===== src/hdl/qpam_pkg.sv =====
// Shared types, constants and helper functions for the quadrotor PD attitude mixer.
// No dependencies; every other file of the block uses this package.
`default_nettype none

package qpam_pkg;

  localparam int LANE_W     = 16;
  localparam int LANES_W    = 64;
  localparam int N_LANES    = 4;
  localparam int HOVER_W    = 31;
  localparam int FORCE_W    = 32;
  localparam int TORQUE_W   = 33;

  localparam int CFG_IDX_W  = 4;
  localparam int CFG_DATA_W = 24;
  localparam int DB_W       = 15;
  localparam int TPS_W      = 16;
  localparam int GAIN_W     = 24;

  // datapath widths
  localparam int ALT_W      = 32;  // altitude target, Q7.24
  localparam int ALT_ERR_W  = 33;
  localparam int ERR_W      = 25;  // roll/pitch/yaw-rate errors, Q.14
  localparam int DIFF_W     = 17;  // yaw rate delta
  localparam int ACC_W      = 34;  // yaw acceleration estimate
  localparam int MA_W       = 35;  // multiplier operand A (signed)
  localparam int MB_W       = 25;  // multiplier operand B (unsigned gain, sign bit zero)
  localparam int PROD_W     = 60;
  localparam int FZ_W       = 56;  // PD efforts and mixer sums
  localparam int THR_W      = 28;
  localparam int THR_SCALE  = 1049;  // 0.001 in Q0.20
  localparam int THR_SHIFT  = 10;
  localparam int STEP_W     = 4;

  localparam logic [DB_W-1:0]   RST_DEADBAND = DB_W'(3277);
  localparam logic [TPS_W-1:0]  RST_TPS      = TPS_W'(1000);
  localparam logic [GAIN_W-1:0] RST_ALT_P    = GAIN_W'(655360);
  localparam logic [GAIN_W-1:0] RST_ALT_D    = GAIN_W'(327680);
  localparam logic [GAIN_W-1:0] RST_TILT_P   = GAIN_W'(65536);
  localparam logic [GAIN_W-1:0] RST_TILT_D   = GAIN_W'(65536);
  localparam logic [GAIN_W-1:0] RST_YAW_P    = GAIN_W'(655);
  localparam logic [GAIN_W-1:0] RST_YAW_D    = GAIN_W'(131);

  // mixer: bit k of row r set means effort k is subtracted for rotor r
  localparam logic [3:0][3:0] MIX_NEG = {4'b0010, 4'b1000, 4'b0100, 4'b1110};
  // rotors whose reaction torque is the negated force
  localparam logic [3:0] TORQUE_NEG = 4'b0101;

  typedef enum logic [CFG_IDX_W-1:0] {
    REG_DEADBAND = 4'd0,
    REG_TPS      = 4'd1,
    REG_ALT_P    = 4'd2,
    REG_ALT_D    = 4'd3,
    REG_TILT_P   = 4'd4,
    REG_TILT_D   = 4'd5,
    REG_YAW_P    = 4'd6,
    REG_YAW_D    = 4'd7
  } cfg_reg_t;

  typedef struct packed {
    logic [DB_W-1:0]   deadband;
    logic [TPS_W-1:0]  tps;
    logic [GAIN_W-1:0] alt_p;
    logic [GAIN_W-1:0] alt_d;
    logic [GAIN_W-1:0] tilt_p;
    logic [GAIN_W-1:0] tilt_d;
    logic [GAIN_W-1:0] yaw_p;
    logic [GAIN_W-1:0] yaw_d;
  } cfg_t;

  // products issued to the shared multiplier, in issue order
  typedef enum logic [STEP_W-1:0] {
    OP_ACC     = 4'd0,
    OP_ALT_P   = 4'd1,
    OP_ALT_D   = 4'd2,
    OP_ROLL_P  = 4'd3,
    OP_ROLL_D  = 4'd4,
    OP_PITCH_P = 4'd5,
    OP_PITCH_D = 4'd6,
    OP_YAW_P   = 4'd7,
    OP_YAW_D   = 4'd8
  } mul_op_t;

  localparam logic [STEP_W-1:0] LAST_OP  = OP_YAW_D;
  localparam logic [STEP_W-1:0] LAST_MIX = STEP_W'(15);

  typedef enum logic [1:0] {
    SH_0  = 2'd0,
    SH_8  = 2'd1,
    SH_14 = 2'd2,
    SH_24 = 2'd3
  } shift_t;

  typedef struct packed {
    logic       to_acc;
    logic [1:0] fz_idx;
    shift_t     shift;
  } route_t;

  typedef struct packed {
    logic       load_in;
    logic       prep1;
    logic       prep2;
    logic       mul_issue;
    mul_op_t    mul_op;
    logic       mix_en;
    logic [1:0] mix_rotor;
    logic [1:0] mix_k;
    logic       out_load;
  } ctrl_cmd_t;

  function automatic route_t op_route(mul_op_t op);
    route_t r;
    r = '{to_acc: 1'b0, fz_idx: 2'd0, shift: SH_8};
    unique case (op)
      OP_ACC:     r = '{to_acc: 1'b1, fz_idx: 2'd0, shift: SH_0};
      OP_ALT_P:   r = '{to_acc: 1'b0, fz_idx: 2'd0, shift: SH_24};
      OP_ALT_D:   r = '{to_acc: 1'b0, fz_idx: 2'd0, shift: SH_8};
      OP_ROLL_P:  r = '{to_acc: 1'b0, fz_idx: 2'd1, shift: SH_14};
      OP_ROLL_D:  r = '{to_acc: 1'b0, fz_idx: 2'd1, shift: SH_8};
      OP_PITCH_P: r = '{to_acc: 1'b0, fz_idx: 2'd2, shift: SH_14};
      OP_PITCH_D: r = '{to_acc: 1'b0, fz_idx: 2'd2, shift: SH_8};
      OP_YAW_P:   r = '{to_acc: 1'b0, fz_idx: 2'd3, shift: SH_14};
      OP_YAW_D:   r = '{to_acc: 1'b0, fz_idx: 2'd3, shift: SH_8};
      default:    r = '{to_acc: 1'b0, fz_idx: 2'd0, shift: SH_0};
    endcase
    return r;
  endfunction

  function automatic logic signed [FORCE_W-1:0] sat32(logic signed [FZ_W-1:0] x);
    logic [FZ_W-FORCE_W:0] hi;
    hi = x[FZ_W-1:FORCE_W-1];
    if ((&hi) || !(|hi)) begin
      return x[FORCE_W-1:0];
    end else if (x[FZ_W-1]) begin
      return {1'b1, {(FORCE_W-1){1'b0}}};
    end else begin
      return {1'b0, {(FORCE_W-1){1'b1}}};
    end
  endfunction

endpackage

`default_nettype wire


===== src/hdl/qpam_cfg.sv =====
// Configuration register bank: deadband, tick rate and the six PD gains.
// Depends on qpam_pkg.
`default_nettype none

module qpam_cfg (
  input  wire logic                             clk,
  input  wire logic                             rst_n,
  input  wire logic                             wr_valid,
  output logic                                  wr_ready,
  input  wire logic [qpam_pkg::CFG_IDX_W-1:0]   wr_index,
  input  wire logic [qpam_pkg::CFG_DATA_W-1:0]  wr_data,
  output qpam_pkg::cfg_t                        cfg
);

  qpam_pkg::cfg_t cfg_r, cfg_nxt;

  assign wr_ready = 1'b1;
  assign cfg      = cfg_r;

  always_comb begin
    cfg_nxt = cfg_r;
    if (wr_valid) begin
      unique case (qpam_pkg::cfg_reg_t'(wr_index))
        qpam_pkg::REG_DEADBAND: cfg_nxt.deadband = wr_data[qpam_pkg::DB_W-1:0];
        qpam_pkg::REG_TPS:      cfg_nxt.tps      = wr_data[qpam_pkg::TPS_W-1:0];
        qpam_pkg::REG_ALT_P:    cfg_nxt.alt_p    = wr_data[qpam_pkg::GAIN_W-1:0];
        qpam_pkg::REG_ALT_D:    cfg_nxt.alt_d    = wr_data[qpam_pkg::GAIN_W-1:0];
        qpam_pkg::REG_TILT_P:   cfg_nxt.tilt_p   = wr_data[qpam_pkg::GAIN_W-1:0];
        qpam_pkg::REG_TILT_D:   cfg_nxt.tilt_d   = wr_data[qpam_pkg::GAIN_W-1:0];
        qpam_pkg::REG_YAW_P:    cfg_nxt.yaw_p    = wr_data[qpam_pkg::GAIN_W-1:0];
        qpam_pkg::REG_YAW_D:    cfg_nxt.yaw_d    = wr_data[qpam_pkg::GAIN_W-1:0];
        default:                cfg_nxt = cfg_r;
      endcase
    end
  end

  always_ff @(posedge clk) begin
    if (!rst_n) begin
      cfg_r <= '{deadband: qpam_pkg::RST_DEADBAND, tps: qpam_pkg::RST_TPS,
                 alt_p: qpam_pkg::RST_ALT_P, alt_d: qpam_pkg::RST_ALT_D,
                 tilt_p: qpam_pkg::RST_TILT_P, tilt_d: qpam_pkg::RST_TILT_D,
                 yaw_p: qpam_pkg::RST_YAW_P, yaw_d: qpam_pkg::RST_YAW_D};
    end else begin
      cfg_r <= cfg_nxt;
    end
  end

endmodule

`default_nettype wire


===== config.mk =====
export PLATFORM = sky130hd
export DESIGN_NAME = qpam_cfg
export DESIGN_NICKNAME = d
export VERILOG_FILES = /design/src/hdl/qpam_pkg.sv /design/src/hdl/qpam_cfg.sv
export SDC_FILE = /design/constraint.sdc
export NUM_CORES = 1
export LEC_CHECK = 0
export ABC_AREA = 1
export BUFFER_PORTS_ARGS = -buffer_cell sky130_fd_sc_hd__buf_4
export CAP_MARGIN = 20
export CORE_MARGIN = 3
export CORE_UTILIZATION = 45
export DETAILED_ROUTE_END_ITERATION = 10
export PLACE_DENSITY = 0.71
export SLEW_MARGIN = 25
export SYNTH_ARGS = -nofsm -noshare
export SYNTH_HDL_FRONTEND = slang
export SYNTH_SLANG_ARGS = --single-unit

===== constraint.sdc =====
create_clock -name clk -period 3.1 [get_ports clk]
set_clock_uncertainty 0.05 [all_clocks]
set_input_delay 0.31 -clock clk [delete_from_list [all_inputs] [get_ports clk]]
set_output_delay 0.31 -clock clk [all_outputs]
set_load 0.02 [all_outputs]

==> out/metrics.yaml <==
outcome:
  outcome: "finished, final reports clean"
floorplan:
  initial_core_util_pct: 46.23
  die_x_um: 128.7
  ios: 207
  core_area_um2: 14640
  die_h_um: 128.7
  die_area_um2: 16550
  rows: 44
layout:
  synthToLayoutAreaGrowth_pct: 33.62
  drive_gt1_share_pct: 21.53
  final_nets: 1198
  stdcell_count: 1364
  largest_register_ffs: 175
  utilization_pct: 61.77
  n_antenna_cell: 0
  fill_cells: 1379
  fin_area_um2: 9046
detailed_routing:
  via_per_inst: 4.718
  detail-route-antenna-nets: 0
  vias: 6435
  dr.first_iter.drc_count: 593
  drc_errors: 0
  firstDrtPassIters: 5
  drt_wl_total_um: 19260
  wl_per_cell_um: 14.12
place:
  placed_area_um2: 8374
  dp.cells: 1332
  place.port_buffers: 205
  gp_congestion: 0.8012
  place_hpwl_um: 13440
worst_setup_path:
  cp-end-kind: "flop"
  cp_max_fo: 47
  path_class: "in -> reg"
  cp-start-kind: "primary input"
  arrival_ns: 1.96
  required_ns: 3.37
timing:
  setup_viol: 0
  fmax_ghz: 0.5913
  hold_violations: 0
  maxSlewViolCount: 0
  period_share_pct: 54.55
  rsz0062_at_grt: "no"
  fin_tns_setup_ns: 0
  relSlewSlack_pct: 37.09
  worst_pin_slew_ns: 0.9414
  period_minus_slack_ns: 1.691
global_routing:
  use_met1_pct: 31.11
  use_met3_pct: 7.430
  track_usage_pct: 23.11
  overflow: 0
  grt_pass1_wl_um: 30100
  use_met2_pct: 35.34
  grt_busiest_layer: "met2"
  grt_pass1_vias: 5793
  antenna_found_initial: 0
  grt_max_degree: 84
yosys:
  ys_seq_area_share_pct: 51.75
  synth_area_leaders: "dfxtp_1 (52%), nand2_1 (18%), nor2_1 (17%)"
  synth_top_area_share_pct: 51.75
  synth_cells: 990
  yosysUniqueCellTypes: 17
  yosys_warnings: 0
  ys_ff_latch: 175
  syn-cell-area_um2: 6770
  syn_avg_cell_area_um2: 6.839
  yosysTopAreaCell: "dfxtp_1"
  synth_nets: 1021
clock_network:
  postCtsHoldBufs: 0
  numCtsBuffers: 17
  cts_resized: 0
  post_cts.repair.setup_buffers: 0
  clk_latency_ns: 0.42
  cts.htree.levels: 4
  cts.sinks: 175
  cts.clk_slew.worst_paths_ns: 0.06
  cts-root-buf: "clkbuf_16"
  cts_tree: "yes"
  clockBufferDepth: 2
pwr:
  fin_total_pwr_mw: 5.186
  irDropWorstVdd_uv: 363.7
  powerDensity_nw_per_um2: 573.3
  p_leak_nw: 4.516
hold_path:
  hp-class: "in -> reg"
run:
  maxCapViolCount: 0
## area by class of cell
| class | count | area [µm²] | area share [%] |
|---|---|---|---|
| timing repair buffer | 215 | 1630 | 18.02 |
| tap | 184 | 230.2 | 2.545 |
| sequential | 175 | 3503 | 38.73 |
| clock inverter | 10 | 207.7 | 2.296 |
| clock buffer | 22 | 464.2 | 5.131 |
| multi-input combinational | 696 | 2778 | 30.71 |
| inverter | 62 | 232.7 | 2.573 |
## kinds of logic after synthesis
group,synth area share (%)
compound gates,0.1479
flops,51.75
buf+inv,7.707
other cells,0.05539
simple gates,40.34
## power by group
part           switching [mW]  leakage (nW)  internal [mW]  total (mW)
combinational           0.283          2.77          0.152       0.434
clock                   0.869         0.328           1.56        2.43
sequential             0.0283          1.42           2.30        2.33
total                    1.18          4.52           4.01        5.19
## synthesized netlist by cell type
library cell  number
inv_2              1
buf_2             18
nand3_1           43
nand3_2            1
buf_6              3
nor2_2             3
clkbuf_1          26
nor2_4             1
o21ai_0            2
dfxtp_1          175
nand4_1           22
inv_1             61
nor2_1           300
buf_1              2
conb_1             1
nand2_1          323
buf_4              8
## per-layer routing
metal | part of all wire, % | routed length, µm
met2 | 45 | 8669
met5 | 0 | 0
met4 | 1.7 | 327
met1 | 45 | 8586
met3 | 8.7 | 1679
## critical path, cell delays in order
cell and delay [ns]:
buf_4 0.28, nand3_2 0.29, nor2_4 0.79, nand2_1 0.12, nand2_1 0.11, nor2_1 0.05
## worst paths after layout
path | startpoint | to | slack [ns] | cells past startpoint
min reg2reg | cfg[26] | cfg[26] | 0.41 | 2
max | wr_valid | cfg[66] | 1.41 | 6
min | wr_data[18] | cfg[114] | 0.06 | 3
max reg2reg | cfg[110] | cfg[110] | 2.35 | 4
## cell usage in the layout (no fill, tap or decap), drive strengths merged
cell / instances
buf: 215
bufinv: 6
clkbuf: 22
clkinv: 4
conb: 1
dfxtp: 175
inv: 62
nand2: 323
nand3: 44
nand4: 22
nor2: 304
o21ai: 2
## per-stage QoR
| stage | hold WS [ns] | setup slack (ns) |
|---|---|---|
| after floorplan | 0.3732 | 1.845 |
| after global placement | 0.3902 | 1.029 |
| after detailed placement | 0.3976 | 0.9972 |
| after CTS | 0.03408 | 1.419 |
| after global routing | 0.05033 | 1.175 |
| final | 0.05580 | 1.409 |
No activity file was read; power rests on OpenSTA's default activity.
