[src/hdl/qpam_pkg.sv]
// Shared types, constants and helper functions for the quadrotor PD attitude mixer.
// No dependencies; every other file of the block uses this package.
`default_nettype none

package qpam_pkg;

  localparam int LANE_W     = 16;
  localparam int LANES_W    = 64;
  localparam int N_LANES    = 4;
  localparam int HOVER_W    = 31;
  localparam int FORCE_W    = 32;
  localparam int TORQUE_W   = 33;

  localparam int CFG_IDX_W  = 4;
  localparam int CFG_DATA_W = 24;
  localparam int DB_W       = 15;
  localparam int TPS_W      = 16;
  localparam int GAIN_W     = 24;

  // datapath widths
  localparam int ALT_W      = 32;  // altitude target, Q7.24
  localparam int ALT_ERR_W  = 33;
  localparam int ERR_W      = 25;  // roll/pitch/yaw-rate errors, Q.14
  localparam int DIFF_W     = 17;  // yaw rate delta
  localparam int ACC_W      = 34;  // yaw acceleration estimate
  localparam int MA_W       = 35;  // multiplier operand A (signed)
  localparam int MB_W       = 25;  // multiplier operand B (unsigned gain, sign bit zero)
  localparam int PROD_W     = 60;
  localparam int FZ_W       = 56;  // PD efforts and mixer sums
  localparam int THR_W      = 28;
  localparam int THR_SCALE  = 1049;  // 0.001 in Q0.20
  localparam int THR_SHIFT  = 10;
  localparam int STEP_W     = 4;

  localparam logic [DB_W-1:0]   RST_DEADBAND = DB_W'(3277);
  localparam logic [TPS_W-1:0]  RST_TPS      = TPS_W'(1000);
  localparam logic [GAIN_W-1:0] RST_ALT_P    = GAIN_W'(655360);
  localparam logic [GAIN_W-1:0] RST_ALT_D    = GAIN_W'(327680);
  localparam logic [GAIN_W-1:0] RST_TILT_P   = GAIN_W'(65536);
  localparam logic [GAIN_W-1:0] RST_TILT_D   = GAIN_W'(65536);
  localparam logic [GAIN_W-1:0] RST_YAW_P    = GAIN_W'(655);
  localparam logic [GAIN_W-1:0] RST_YAW_D    = GAIN_W'(131);

  // mixer: bit k of row r set means effort k is subtracted for rotor r
  localparam logic [3:0][3:0] MIX_NEG = {4'b0010, 4'b1000, 4'b0100, 4'b1110};
  // rotors whose reaction torque is the negated force
  localparam logic [3:0] TORQUE_NEG = 4'b0101;

  typedef enum logic [CFG_IDX_W-1:0] {
    REG_DEADBAND = 4'd0,
    REG_TPS      = 4'd1,
    REG_ALT_P    = 4'd2,
    REG_ALT_D    = 4'd3,
    REG_TILT_P   = 4'd4,
    REG_TILT_D   = 4'd5,
    REG_YAW_P    = 4'd6,
    REG_YAW_D    = 4'd7
  } cfg_reg_t;

  typedef struct packed {
    logic [DB_W-1:0]   deadband;
    logic [TPS_W-1:0]  tps;
    logic [GAIN_W-1:0] alt_p;
    logic [GAIN_W-1:0] alt_d;
    logic [GAIN_W-1:0] tilt_p;
    logic [GAIN_W-1:0] tilt_d;
    logic [GAIN_W-1:0] yaw_p;
    logic [GAIN_W-1:0] yaw_d;
  } cfg_t;

  // products issued to the shared multiplier, in issue order
  typedef enum logic [STEP_W-1:0] {
    OP_ACC     = 4'd0,
    OP_ALT_P   = 4'd1,
    OP_ALT_D   = 4'd2,
    OP_ROLL_P  = 4'd3,
    OP_ROLL_D  = 4'd4,
    OP_PITCH_P = 4'd5,
    OP_PITCH_D = 4'd6,
    OP_YAW_P   = 4'd7,
    OP_YAW_D   = 4'd8
  } mul_op_t;

  localparam logic [STEP_W-1:0] LAST_OP  = OP_YAW_D;
  localparam logic [STEP_W-1:0] LAST_MIX = STEP_W'(15);

  typedef enum logic [1:0] {
    SH_0  = 2'd0,
    SH_8  = 2'd1,
    SH_14 = 2'd2,
    SH_24 = 2'd3
  } shift_t;

  typedef struct packed {
    logic       to_acc;
    logic [1:0] fz_idx;
    shift_t     shift;
  } route_t;

  typedef struct packed {
    logic       load_in;
    logic       prep1;
    logic       prep2;
    logic       mul_issue;
    mul_op_t    mul_op;
    logic       mix_en;
    logic [1:0] mix_rotor;
    logic [1:0] mix_k;
    logic       out_load;
  } ctrl_cmd_t;

  function automatic route_t op_route(mul_op_t op);
    route_t r;
    r = '{to_acc: 1'b0, fz_idx: 2'd0, shift: SH_8};
    unique case (op)
      OP_ACC:     r = '{to_acc: 1'b1, fz_idx: 2'd0, shift: SH_0};
      OP_ALT_P:   r = '{to_acc: 1'b0, fz_idx: 2'd0, shift: SH_24};
      OP_ALT_D:   r = '{to_acc: 1'b0, fz_idx: 2'd0, shift: SH_8};
      OP_ROLL_P:  r = '{to_acc: 1'b0, fz_idx: 2'd1, shift: SH_14};
      OP_ROLL_D:  r = '{to_acc: 1'b0, fz_idx: 2'd1, shift: SH_8};
      OP_PITCH_P: r = '{to_acc: 1'b0, fz_idx: 2'd2, shift: SH_14};
      OP_PITCH_D: r = '{to_acc: 1'b0, fz_idx: 2'd2, shift: SH_8};
      OP_YAW_P:   r = '{to_acc: 1'b0, fz_idx: 2'd3, shift: SH_14};
      OP_YAW_D:   r = '{to_acc: 1'b0, fz_idx: 2'd3, shift: SH_8};
      default:    r = '{to_acc: 1'b0, fz_idx: 2'd0, shift: SH_0};
    endcase
    return r;
  endfunction

  function automatic logic signed [FORCE_W-1:0] sat32(logic signed [FZ_W-1:0] x);
    logic [FZ_W-FORCE_W:0] hi;
    hi = x[FZ_W-1:FORCE_W-1];
    if ((&hi) || !(|hi)) begin
      return x[FORCE_W-1:0];
    end else if (x[FZ_W-1]) begin
      return {1'b1, {(FORCE_W-1){1'b0}}};
    end else begin
      return {1'b0, {(FORCE_W-1){1'b1}}};
    end
  endfunction

endpackage

`default_nettype wire

[src/hdl/qpam_ctrl.sv]
// Sequencer: input capture, error prep, multiply issue, mixer steps, output load.
// Depends on qpam_pkg; drives qpam_dp through ctrl_cmd_t.
`default_nettype none

module qpam_ctrl (
  input  wire logic            clk,
  input  wire logic            rst_n,
  input  wire logic            in_valid,
  output logic                 in_ready,
  output logic                 out_valid,
  input  wire logic            out_ready,
  output qpam_pkg::ctrl_cmd_t  cmd
);

  typedef enum logic [6:0] {
    S_IDLE  = 7'b0000001,
    S_PREP1 = 7'b0000010,
    S_PREP2 = 7'b0000100,
    S_MUL   = 7'b0001000,
    S_DRAIN = 7'b0010000,
    S_MIX   = 7'b0100000,
    S_DONE  = 7'b1000000
  } state_t;

  state_t                          state_r, state_nxt;
  logic [qpam_pkg::STEP_W-1:0]     cnt_r, cnt_nxt;
  logic                            out_valid_r, out_valid_nxt;

  assign out_valid = out_valid_r;

  always_comb begin
    state_nxt     = state_r;
    cnt_nxt       = cnt_r;
    in_ready      = 1'b0;
    out_valid_nxt = out_valid_r && !out_ready;
    cmd           = '{mul_op: qpam_pkg::OP_ACC, default: '0};
    unique case (state_r)
      S_IDLE: begin
        in_ready = 1'b1;
        if (in_valid) begin
          cmd.load_in = 1'b1;
          state_nxt   = S_PREP1;
        end
      end
      S_PREP1: begin
        cmd.prep1 = 1'b1;
        state_nxt = S_PREP2;
      end
      S_PREP2: begin
        cmd.prep2 = 1'b1;
        cnt_nxt   = '0;
        state_nxt = S_MUL;
      end
      S_MUL: begin
        cmd.mul_issue = 1'b1;
        cmd.mul_op    = qpam_pkg::mul_op_t'(cnt_r);
        if (cnt_r == qpam_pkg::LAST_OP) begin
          cnt_nxt   = '0;
          state_nxt = S_DRAIN;
        end else begin
          cnt_nxt = cnt_r + 1'b1;
        end
      end
      S_DRAIN: begin
        // last product lands in its effort register here
        cnt_nxt   = '0;
        state_nxt = S_MIX;
      end
      S_MIX: begin
        cmd.mix_en    = 1'b1;
        cmd.mix_rotor = cnt_r[3:2];
        cmd.mix_k     = cnt_r[1:0];
        if (cnt_r == qpam_pkg::LAST_MIX) begin
          state_nxt = S_DONE;
        end else begin
          cnt_nxt = cnt_r + 1'b1;
        end
      end
      S_DONE: begin
        if (!out_valid_r || out_ready) begin
          cmd.out_load  = 1'b1;
          out_valid_nxt = 1'b1;
          state_nxt     = S_IDLE;
        end
      end
      default: state_nxt = S_IDLE;
    endcase
  end

  always_ff @(posedge clk) begin
    if (!rst_n) begin
      state_r     <= S_IDLE;
      cnt_r       <= '0;
      out_valid_r <= 1'b0;
    end else begin
      state_r     <= state_nxt;
      cnt_r       <= cnt_nxt;
      out_valid_r <= out_valid_nxt;
    end
  end

endmodule

`default_nettype wire

[config.mk]
export PLATFORM = sky130hd
export DESIGN_NAME = qpam_ctrl
export DESIGN_NICKNAME = d
export VERILOG_FILES = /design/src/hdl/qpam_pkg.sv /design/src/hdl/qpam_ctrl.sv
export SDC_FILE = /design/constraint.sdc
export NUM_CORES = 1
export LEC_CHECK = 0
export BUFFER_PORTS_ARGS = -buffer_cell sky130_fd_sc_hd__buf_2
export CORE_MARGIN = 2
export CORE_UTILIZATION = 45
export CTS_CLUSTER_DIAMETER = 50
export DETAILED_ROUTE_END_ITERATION = 16
export PLACE_DENSITY = 0.68
export SYNTH_ARGS = -nofsm -noshare
export SYNTH_HDL_FRONTEND = slang
export SYNTH_SLANG_ARGS = --single-unit
[constraint.sdc]
create_clock -name clk -period 5.8 [get_ports clk]
set_clock_uncertainty 0.15 [all_clocks]
set_input_delay 0.87 -clock clk [delete_from_list [all_inputs] [get_ports clk]]
set_output_delay 0.87 -clock clk [all_outputs]
set_load 0.02 [all_outputs]
==> report_table.html <==
<table>
<tr><th>Metric</th><th>Value</th></tr>
<tr><th colspan="2">Run status</th></tr>
<tr><td>Result of the run</td><td>finished, final reports clean</td></tr>
<tr><th colspan="2">Die</th></tr>
<tr><td>Initial core utilization</td><td>0.464</td></tr>
<tr><td>Chip Height</td><td>approximately 48 um</td></tr>
<tr><td>Number of standard-cell rows in the floorplan</td><td>16</td></tr>
<tr><td>Die area</td><td>2330 um^2</td></tr>
<tr><td>Core area</td><td>between 1500 and 2000 um^2</td></tr>
<tr><td>Overall die width</td><td>a little under 50 um</td></tr>
<tr><td>I/O pin count</td><td>20</td></tr>
<tr><th colspan="2">Layout</th></tr>
<tr><td>Fillers</td><td>approximately 180</td></tr>
<tr><td>Area Overhead vs Synth</td><td>13.5%</td></tr>
<tr><td>Multi-input logic area</td><td>581 um^2</td></tr>
<tr><td>Share of post-route cells with drive strength above 1</td><td>0.272</td></tr>
<tr><td>Number of inserted diodes</td><td>0</td></tr>
<tr><td>Sequential cell area in the final layout</td><td>about 240 um^2</td></tr>
<tr><td>NumNets Final</td><td>about 130</td></tr>
<tr><th colspan="2">Clocking</th></tr>
<tr><td>Post-CTS Setup Bufs</td><td>0</td></tr>
<tr><td>Number of buffers on the longest clock path</td><td>2</td></tr>
<tr><td>Cts-stage hold buffer count</td><td>0</td></tr>
<tr><td>TritonCTS clock tree</td><td>yes</td></tr>
<tr><td>Number of gates resized after CTS</td><td>0</td></tr>
<tr><td>Clock slew seen by the registers of the worst setup and hold paths</td><td>around 0.080 ns</td></tr>
<tr><td>Number of buffers inserted during clock tree synthesis</td><td>3</td></tr>
<tr><td>Root buffer selected by CTS</td><td>clkbuf_4</td></tr>
<tr><td>CTS H-tree lvls</td><td>1</td></tr>
<tr><td>Insertion delay to the later sink of the worst-skew pair</td><td>around 0.28 ns</td></tr>
<tr><td>Clock Sink Count</td><td>12</td></tr>
<tr><th colspan="2">GRT</th></tr>
<tr><td>Number of global-route vias before repair</td><td>681</td></tr>
<tr><td>Pin count of the biggest net entering global routing</td><td>15</td></tr>
<tr><td>Total congestion overflow after global routing</td><td>0</td></tr>
<tr><td>Initial antenna violation count</td><td>0</td></tr>
<tr><td>Wire length of the first global-routing pass</td><td>between 2000 and 3000 um</td></tr>
<tr><td>All-Layer GR Usage</td><td>0.190</td></tr>
<tr><th colspan="2">Synth</th></tr>
<tr><td>Cell count after synthesis</td><td>around 110</td></tr>
<tr><td>Synthesis warning total</td><td>0</td></tr>
<tr><td>Synthesized Nets</td><td>between 100 and 150</td></tr>
<tr><td>Synth Cell Area</td><td>a little under 900 um^2</td></tr>
<tr><td>Synth Register Bits</td><td>12</td></tr>
<tr><td>Leading register cell type out of synthesis</td><td>dfxtp_1</td></tr>
<tr><td>Syn_area_per_cell</td><td>between 8 and 9 um^2</td></tr>
<tr><td>Top-area cell type share of the netlist area</td><td>0.272</td></tr>
<tr><td>Number of flops mapped to enable cells by yosys</td><td>0</td></tr>
<tr><td>Distinct cells, synth</td><td>38</td></tr>
<tr><td>Count leader, synth</td><td>nor2_1</td></tr>
<tr><td>Dominant cells by area after synthesis</td><td>dfxtp_1 27%, nor2_1 5.5%, xor2_1 4.0%, nor2b_1 3.5%, nand3_1 3.4%</td></tr>
<tr><td>Portion of the post-synthesis area used by sequential elements</td><td>0.272</td></tr>
<tr><td>Proportion of synthesized flip-flops having asynchronous set or reset</td><td>0</td></tr>
<tr><td>Area leader, netlist</td><td>dfxtp_1</td></tr>
<tr><td>Synth cell count leaders</td><td>13 x nor2_1, 12 x dfxtp_1, 6 x nand3_1, 5 x nand2_1, 5 x nor2b_1</td></tr>
<tr><th colspan="2">Timing</th></tr>
<tr><td>Highest clock frequency the design can meet</td><td>between 300 and 400 MHz</td></tr>
<tr><td>Worst Max-Slew Pin Slew</td><td>roughly 0.56 ns</td></tr>
<tr><td>Final number of max-transition violations</td><td>0</td></tr>
<tr><td>Final period demand of the worst path</td><td>a little over 3 ns</td></tr>
<tr><td>Number of hold violations in the final report</td><td>0</td></tr>
<tr><td>Final number of setup-violating endpoints</td><td>0</td></tr>
<tr><td>Setup ws final</td><td>about 2.7 ns</td></tr>
<tr><td>Unrepaired setup endpoints after global routing</td><td>false</td></tr>
<tr><td>Final TNS setup</td><td>0 ns</td></tr>
<tr><td>Slew margin rel.</td><td>0.626</td></tr>
<tr><td>Fraction of the cycle the final worst path needs</td><td>0.528</td></tr>
<tr><th colspan="2">Route</th></tr>
<tr><td>Final routed DRC violation total</td><td>0</td></tr>
<tr><td>Total wirelength of the detailed-routed design</td><td>approximately 2000 um</td></tr>
<tr><td>Final antenna-violating net count</td><td>0</td></tr>
<tr><td>Total vias in the final route</td><td>834</td></tr>
<tr><td>Number of optimization iterations in the first detailed-route pass</td><td>4</td></tr>
<tr><td>Post-detailed-route via-to-cell ratio</td><td>~5.5</td></tr>
<tr><td>Iteration-0 DRC count of the detailed router</td><td>17</td></tr>
<tr><td>Routed length per placed instance</td><td>13.1 um</td></tr>
<tr><th colspan="2">Setup path</th></tr>
<tr><td>Top fanout value on the critical path</td><td>10</td></tr>
<tr><td>Reg2reg setup slack</td><td>approximately 3.9 ns</td></tr>
<tr><td>Startpoint types</td><td>register</td></tr>
<tr><td>Kind of end point of the critical path</td><td>output port</td></tr>
<tr><td>Required time worst endpoint</td><td>between 4 and 5 ns</td></tr>
<tr><td>Reg2Reg Depth</td><td>4</td></tr>
<tr><td>Critical path class</td><td>reg2out</td></tr>
<tr><td>Data arrival time of the critical path</td><td>just over 2 ns</td></tr>
<tr><th colspan="2">Min path</th></tr>
<tr><td>Worst hold path class</td><td>reg2reg</td></tr>
<tr><td>Hold Path Stages</td><td>2</td></tr>
<tr><th colspan="2">Placement</th></tr>
<tr><td>Detailed placement HPWL</td><td>1520 um</td></tr>
<tr><td>Gpl congestion</td><td>approximately 0.86</td></tr>
<tr><td>Count of buffers from port buffering</td><td>19</td></tr>
<tr><td>Setup WS pre-CTS</td><td>3.06 ns</td></tr>
<tr><th colspan="2">Power and ir drop</th></tr>
<tr><td>Maximum vdd drop</td><td>0.000106 V</td></tr>
<tr><td>Standby leakage power</td><td>approximately 0.44 nW</td></tr>
<tr><td>Pwr dens</td><td>roughly 190 nW/um^2</td></tr>
<tr><th colspan="2">Flow run</th></tr>
<tr><td>MaxCap Viol Count</td><td>0</td></tr>
</table>
-- cell usage in the layout (no fill, tap or decap), drive strengths merged, types with 3 or more instances in the layout --
| cell type | count |
|---|---|
| xor2 | 4 |
| nor2b | 5 |
| o21ai | 4 |
| nand2 | 5 |
| dfxtp | 12 |
| clkbuf | 4 |
| inv | 4 |
| buf | 19 |
| nor4 | 3 |
| a21oi | 4 |
| nor2 | 13 |
| o211ai | 3 |
| nand3 | 6 |
| and2 | 8 |
| nor3 | 4 |
-- metal layers --
layer / up-vias / wire [um] / track usage
li1: 426 / - / -
met1: 385 / 955 / 0.240
met2: 19 / 925 / 0.268
met3: 4 / 83 / 0.0556
met4: 0 / 30 / 0.146
met5: - / 0 / 0
-- per-stage QoR --
stage	power [mW]	utilization	hold WS (ns)	std cells	area, um^2
2_1_floorplan	0.115	-	0.322	109	882
3_3_place_gp	0.120	0.507	0.354	148	965
3_5_place_dp	0.120	0.507	0.362	148	965
4_1_cts	0.192	0.526	0.374	152	1000
5_1_grt	0.199	0.526	0.419	152	1000
6_report	0.189	0.526	0.371	152	1000
-- cell type report --
class | count | share of cell area
repair buffers | 19 | 0.0950
multi-input cells | 86 | 0.580
flip-flops and latches | 12 | 0.240
clock buffers | 4 | 0.0363
well taps | 27 | 0.0338
inverters | 4 | 0.0150
-- report_power, final --
| part | switching, mW | internal, mW |
|---|---|---|
| registers | 0.00559 | 0.0842 |
| clock network | 0.0322 | 0.0382 |
| logic | 0.0176 | 0.0110 |
| total | 0.0554 | 0.133 |
-- cells by family (layout without fill, tap and decap cells) --
| family | count (synthesis) | after routing | synth area share |
|---|---|---|---|
| compound gates | 20 | 20 | 0.166 |
| buf+inv | 11 | 27 | 0.0695 |
| xor+xnor | 4 | 4 | 0.0397 |
| simple gates | 59 | 59 | 0.413 |
| flops | 12 | 12 | 0.272 |
| mux | 1 | 1 | 0.0113 |
| fa+ha+maj | 2 | 2 | 0.0284 |
-- worst max-delay path, cell delays in order, from the launching register on --
cell and delay, ns:
dfxtp_1 0.39, or4_4 0.63, nor3b_4 0.38, and2_2 0.21, buf_2 0.15
-- worst paths after layout --
path / from / end
max: state_r[4] / cmd[4]
max reg2reg: state_r[4] / state_r[4]
min: cnt_r[1] / cnt_r[1]
min reg2reg: cnt_r[1] / cnt_r[1]
-- registers in the layout, summed over array words and instances, names as in the netlist --
register / flops
cnt_r: 4
state_r: 7
out_valid: 1
Note: power is estimated with default switching activity, not from simulation.
